File: src/rtl/wildcard_policy_classifier_table_macros.svh
// assertion macros for the policy classifier table
`ifndef WILDCARD_POLICY_CLASSIFIER_TABLE_MACROS_SVH
`define WILDCARD_POLICY_CLASSIFIER_TABLE_MACROS_SVH
`ifndef SYNTHESIS
`define WPCT_ASSERT_IMP(label, clk, rst_n, ante, cons) \
	label: assert property (@(posedge clk) disable iff (!rst_n) (ante) |-> (cons)) \
		else $error("assertion failed");
`define WPCT_ASSERT_NXT(label, clk, rst_n, ante, cons) \
	label: assert property (@(posedge clk) disable iff (!rst_n) (ante) |=> (cons)) \
		else $error("assertion failed");
`else
`define WPCT_ASSERT_IMP(label, clk, rst_n, ante, cons)
`define WPCT_ASSERT_NXT(label, clk, rst_n, ante, cons)
`endif
`endif

File: src/rtl/wpct_ram.sv
// generic single-port write, single-port registered-read ram
`default_nettype none
module wpct_ram #(
	parameter int unsigned Width = 8,
	parameter int unsigned Depth = 64
) (
	input  wire logic                     clk,
	input  wire logic                     wr_en,
	input  wire logic [$clog2(Depth)-1:0] wr_addr,
	input  wire logic [Width-1:0]         wr_data,
	input  wire logic [$clog2(Depth)-1:0] rd_addr,
	output logic      [Width-1:0]         rd_data
);
	logic [Width-1:0] mem_q [Depth];

	always_ff @(posedge clk) begin
		if (wr_en) begin
			mem_q[wr_addr] <= wr_data;
		end
		rd_data <= mem_q[rd_addr];
	end
endmodule
`default_nettype wire

File: config.mk
export PLATFORM = sky130hd
export DESIGN_NAME = wpct_ram
export DESIGN_NICKNAME = d
export VERILOG_FILES = /design/src/rtl/wildcard_policy_classifier_table_macros.svh /design/src/rtl/wpct_ram.sv
export SDC_FILE = /design/constraint.sdc
export NUM_CORES = 1
export LEC_CHECK = 0
export ABC_AREA = 1
export BUFFER_PORTS_ARGS = -buffer_cell sky130_fd_sc_hd__buf_4
export CORE_UTILIZATION = 57
export CTS_CLUSTER_SIZE = 40
export DETAILED_ROUTE_END_ITERATION = 6
export GPL_TIMING_DRIVEN = 0
export HOLD_SLACK_MARGIN = 0.02
export MAX_ROUTING_LAYER = met4
export PLACE_DENSITY_LB_ADDON = 0.15
export RECOVER_POWER = 100
export SLEW_MARGIN = 5
export SYNTH_ARGS = -nofsm -noshare
export SYNTH_HDL_FRONTEND = slang
export SYNTH_SLANG_ARGS = --single-unit
export TNS_END_PERCENT = 5
File: constraint.sdc
create_clock -name clk -period 2.7 [get_ports clk]
set_input_delay 0.81 -clock clk [delete_from_list [all_inputs] [get_ports clk]]
set_output_delay 0.81 -clock clk [all_outputs]
set_load 0.03 [all_outputs]
=== Word level (Yosys, flattened, before mapping) ===
Memory sizes are Yosys's and may differ from the RTL's. A register that Yosys moved wholly into a read port is not among the register bits.
Cells that the tools add are included.

* Bits in registers: 0
* Memory bits (writable): 512
* Input bits: 22
* Output and inout port bits: 8
* Word-level logic and storage cells: 3
* Memories: 1

* Mux-type cells: 2

{| class="wikitable"
|+ Memories
! name !! words !! width !! read ports !! clocked after memory_dff !! write ports !! RTL line !! source
|-
| mem_q || 64 || 8 || 1 || 1 || 1 || wpct_ram.sv:14 || <nowiki>logic [Width-1:0] mem_q [Depth];</nowiki>
|}

{| class="wikitable"
|+ Operators by type and width
! cell !! number
|-
| $mux 1 || 2
|}

=== Longest topological paths before layout ===
* Depth after elaboration: 2
* Mapped depth: 12

=== Least setup slack after synthesis ===
OpenSTA, ideal clock, no wires.

* Kind: input -> register
* Start point: input wr_en
* End point: memory mem_q[48][0] (enable)
* Setup time: 395 ps
* Arrival: 2181 ps
* Data required time: 2305 ps
* Setup slack: 124 ps
* Cell stages on the path: 3
* Cell sequence: clkbuf_1 nand4_1 nor4_1

* Word-level cells in the longest chain between the ends: 2

{| class="wikitable"
|+ RTL lines
! item !! RTL line !! source
|-
| from (decl) || wpct_ram.sv:8 || <nowiki>input wire logic wr_en,</nowiki>
|-
| $mux 1 || wpct_ram.sv:17 || <nowiki>if (wr_en) begin</nowiki>
|-
| $mux 1 (implied by the code) || wpct_ram.sv:18 || <nowiki>mem_q[wr_addr] <= wr_data;</nowiki>
|-
| to (decl) || wpct_ram.sv:14 ||
|}

No other way between the ends.

=== Worst setup path in the final report ===
* Start point: input wr_addr[1]
* End point: memory mem_q[29][7] (enable)

{| class="wikitable"
|+ RTL lines
! item !! RTL line !! source
|-
| from (decl) || wpct_ram.sv:9 || <nowiki>input wire logic [$clog2(Depth)-1:0] wr_addr,</nowiki>
|}

No word-level cell before the write port.

==> Flow_metrics.wiki <==
{| class="wikitable"
! Metric !! Value
|-
| Result of the run || finished with violations
|-
| Failing checks || capacitance limit, slew limit, setup timing
|-
| Maximum VDD drop || 0.000573 V
|-
| Number of port buffers || 21
|-
| Dominant delay contributor by cell family on the critical path || simple AND/OR/NAND/NOR gates
|-
| Power, Total || 17.6 mW
|-
| Classification of the worst-slack hold path || primary input to flop
|-
| Category of the worst setup path launch point || primary input
|-
| Leak Pwr || 8.65 nW
|-
| Routability cong. || 0.953
|-
| Clock network latency to the later pin of the worst-skew pair || 600 ps
|-
| DPL Wire Length || 39.7 mm
|-
| Worst Setup Slack, final || -122 ps
|-
| Core Rows || 70
|-
| Clock tree root buffer cell || sky130_fd_sc_hd__clkbuf_16
|-
| Share of final-layout standard cells stronger than drive strength 1 || 0.103
|-
| Final worst path period share || 1.05
|-
| Router iterations before antenna repair || 6
|-
| Post-route clock skew || 23.4 ps
|-
| Setup repair after global routing missed its margin || true
|-
| Crit path depth || 4
|-
| Die span in x || 195 um
|-
| Startpoint of the most critical setup path || wr_addr[1]
|-
| Power Density || 738 nW/um^2
|-
| Avg Synthesized Cell Area || 11.8 um^2
|-
| I/O Pins || 30
|-
| DRC viols || 0
|-
| Number of vias after detailed routing || 14.5k
|-
| Num CTS Buffers || 52
|-
| Max-cap check violation count || 8
|-
| Die outline area || 38,200 um^2
|-
| Starting utilization of the core area || 0.581
|-
| #FFs+latches synth || 520
|-
| Largest fanout on the critical path || 9
|-
| Filler Cell Count || 2,793
|-
| Finish-stage setup viols || 62
|-
| Overflow after GRT || 0
|-
| Highest clock rate || 354 MHz
|-
| Max Root-Sink Buffers || 3
|-
| Global-route wire length before repair || 88.5 mm
|-
| Number of vias per cell after detailed routing || 6.02
|-
| Number of global-route vias before repair || 13.4k
|-
| Post-synthesis cell count || 1,805
|-
| Required time worst endpoint || 2910 ps
|-
| Crit path to || mem_q[29][7]
|-
| Global routing met3 resource utilization || 0.0530
|-
| Height of the chip || 195 um
|-
| Syn nets || 1,827
|-
| Routing layer with the top usage in global route || met2
|-
| Post-synthesis sequential area ratio || 0.728
|-
| Area Growth Syn to Fin || 11.9%
|-
| Minimum clock period after layout || 2820 ps
|-
| Number of buffers inserted by post-CTS setup repair || 0
|-
| Buffers plus inverters on the worst setup path || 2
|-
| Arrival time worst endpoint || 3030 ps
|-
| Mapped Area || 21,300 um^2
|-
| Initial antenna violation count || 2
|-
| Tightest hold margin || 714 ps
|-
| NumNets Final || 1,910
|-
| Synth unique cells || 16
|-
| Slew margin rel. || -0.168
|-
| Register-to-Register Setup Slack || 1240 ps
|-
| Number of hold violations in the final report || 0
|-
| Worst r2r src || mem_q[48][5]
|-
| H-tree depth || 2
|-
| GR Util met1 || 0.489
|-
| Fin. max-slew vios || 520
|-
| Total core area || 36,700 um^2
|-
| Sequence of cells on the critical path || clkbuf_1, inv_1, nand4_1, nor2_1
|-
| Post-DRT Antenna Nets || 0
|-
| TritonCTS Sinks || 520
|-
| Kind of capture point of the worst setup path || flop
|-
| Final routed wire length divided by cell count || 25.3 um
|-
| Maximum number of pins on one net before global-route repair || 65
|-
| Worst r2r dst || rd_data[5]
|-
| Met2 usage || 0.503
|-
| Cell type of the slowest stage on the worst timing path || sky130_fd_sc_hd__nor2_1
|-
| Pin slew with the least headroom to its limit || 1750 ps
|-
| Total Routing Usage GR || 0.337
|-
| Crit-path max cell delay || 1050 ps
|-
| Synthesis warning total || 0
|-
| DRC violation total after the first TritonRoute iteration || 2,069
|-
| Final routed wirelength across all metal layers || 60.8 mm
|-
| Clock tree from TritonCTS || yes
|-
| Worst r2r path cells || 8
|-
| Worst-path clk slew || 70 ps
|-
| Worst setup path class || primary input to flop
|}
[layer usage]
layer / vias to the layer above / wire length (um)
met4: 0 / 1390
met3: 109 / 6870
met1: 6985 / 24800
met2: 820 / 27700
met5: - / 0
li1: 6539 / -
[how the worst min path moves through the flow]
stage / slack, ps / cells after the start / end / startpoint
after detailed placement: 860 / 8 / rd_data[3] / mem_q[40][3]
after floorplan: 720 / 8 / rd_data[0] / mem_q[52][0]
after global placement: 870 / 8 / rd_data[3] / mem_q[40][3]
after CTS: 670 / 3 / rd_data[1] / rd_addr[5]
after global routing: 730 / 3 / rd_data[1] / rd_addr[5]
final: 710 / 3 / rd_data[1] / rd_addr[5]
[Yosys cell counts]
library cell | count | share of area
sky130_fd_sc_hd__buf_8 | 2 | 0.0014
sky130_fd_sc_hd__nand2_1 | 648 | 0.11
sky130_fd_sc_hd__nand3_1 | 439 | 0.10
sky130_fd_sc_hd__nand4_1 | 9 | 0.0026
sky130_fd_sc_hd__buf_4 | 14 | 0.0049
sky130_fd_sc_hd__dfxtp_1 | 8 | 0.0075
sky130_fd_sc_hd__buf_2 | 37 | 0.0087
sky130_fd_sc_hd__inv_2 | 1 | 0.00018
sky130_fd_sc_hd__clkbuf_1 | 15 | 0.0026
sky130_fd_sc_hd__edfxtp_1 | 512 | 0.72
sky130_fd_sc_hd__inv_1 | 10 | 0.0018
sky130_fd_sc_hd__nor4_1 | 8 | 0.0023
sky130_fd_sc_hd__nor2_1 | 56 | 0.0099
sky130_fd_sc_hd__inv_6 | 1 | 0.00041
sky130_fd_sc_hd__buf_1 | 10 | 0.0018
sky130_fd_sc_hd__buf_6 | 35 | 0.018
[power breakdown]
group / total (mW) / switching [mW] / internal, mW
Clock: 7.44 / 3.06 / 4.38
Sequential: 8.96 / 0.0162 / 8.95
Combinational: 1.22 / 0.919 / 0.299
Total: 17.6 / 3.99 / 13.6
[placed cells by master, fill, tap and decap left out]
| master | n |
|---|---|
| sky130_fd_sc_hd__buf_2 | 36 |
| sky130_fd_sc_hd__nand3_1 | 439 |
| sky130_fd_sc_hd__edfxtp_1 | 512 |
| sky130_fd_sc_hd__clkinv_2 | 14 |
| sky130_fd_sc_hd__clkinv_4 | 1 |
| sky130_fd_sc_hd__buf_8 | 2 |
| sky130_fd_sc_hd__nor2_2 | 7 |
| sky130_fd_sc_hd__clkinv_8 | 1 |
| sky130_fd_sc_hd__diode_2 | 1 |
| sky130_fd_sc_hd__buf_4 | 18 |
| sky130_fd_sc_hd__bufinv_16 | 7 |
| sky130_fd_sc_hd__clkbuf_1 | 44 |
| sky130_fd_sc_hd__nor2_1 | 49 |
| sky130_fd_sc_hd__nor4_2 | 8 |
| sky130_fd_sc_hd__clkbuf_8 | 2 |
| sky130_fd_sc_hd__clkinv_1 | 4 |
| sky130_fd_sc_hd__buf_1 | 9 |
| sky130_fd_sc_hd__inv_1 | 10 |
| sky130_fd_sc_hd__clkbuf_2 | 8 |
| sky130_fd_sc_hd__inv_6 | 1 |
| sky130_fd_sc_hd__inv_2 | 1 |
| sky130_fd_sc_hd__dfxtp_1 | 8 |
| sky130_fd_sc_hd__clkbuf_16 | 54 |
| sky130_fd_sc_hd__nand4_1 | 9 |
| sky130_fd_sc_hd__clkinvlp_4 | 3 |
| sky130_fd_sc_hd__buf_6 | 35 |
| sky130_fd_sc_hd__nand2_1 | 648 |
[through the flow]
step                cells  area, um^2  worst slack (ps)  TNS [ps]  utilization
floorplan            1805       21300               124         0            -
global placement     2294       22100              -613   -154230        0.602
detailed placement   2302       22200              -806   -200240        0.605
CTS                  2398       24000             -63.6     -1260        0.653
global route         2399       23900              -189     -7230        0.651
finish               2399       23900              -122     -3620        0.651
[sequential cells by signal (all words and copies together), names as in the netlist]
| signal | cells |
|---|---|
| rd_data | 8 |
| mem_q | 512 |
[logic make-up (layout without fill, tap and decap cells)]
group | Yosys count | count (layout) | synth area share
other | 0 | 1 | 0
AND/OR/NAND/NOR | 1160 | 1160 | 0.232
flip-flops | 520 | 520 | 0.728
buffers and inverters | 125 | 250 | 0.0402
[final cells by class]
cell class / count / area, um^2 / share of cell area
clock inverter: 30 / 343 / 0.0144
sequential: 520 / 15500 / 0.650
antenna: 1 / 2.50 / 0.000105
buffer: 113 / 807 / 0.0338
inverter: 12 / 50.0 / 0.00210
multi-input combinational: 1160 / 5010 / 0.210
tap: 468 / 586 / 0.0245
timing repair buffer: 29 / 134 / 0.00560
clock buffer: 66 / 1420 / 0.0593
[tightest hold or removal path: cells and delay by family]
family,cells,cell delay (ps)
AND/OR/NAND/NOR,2,230
buffers and inverters,1,210
[timing repair]
action	4_1_cts	5_1_grt
cloned	0	0
gates resized for setup	2	5
endpoints found under the hold margin	0	0
setup endpoints to repair	32	138
hold buffers	0	0
(Power assumes the default switching activity.)
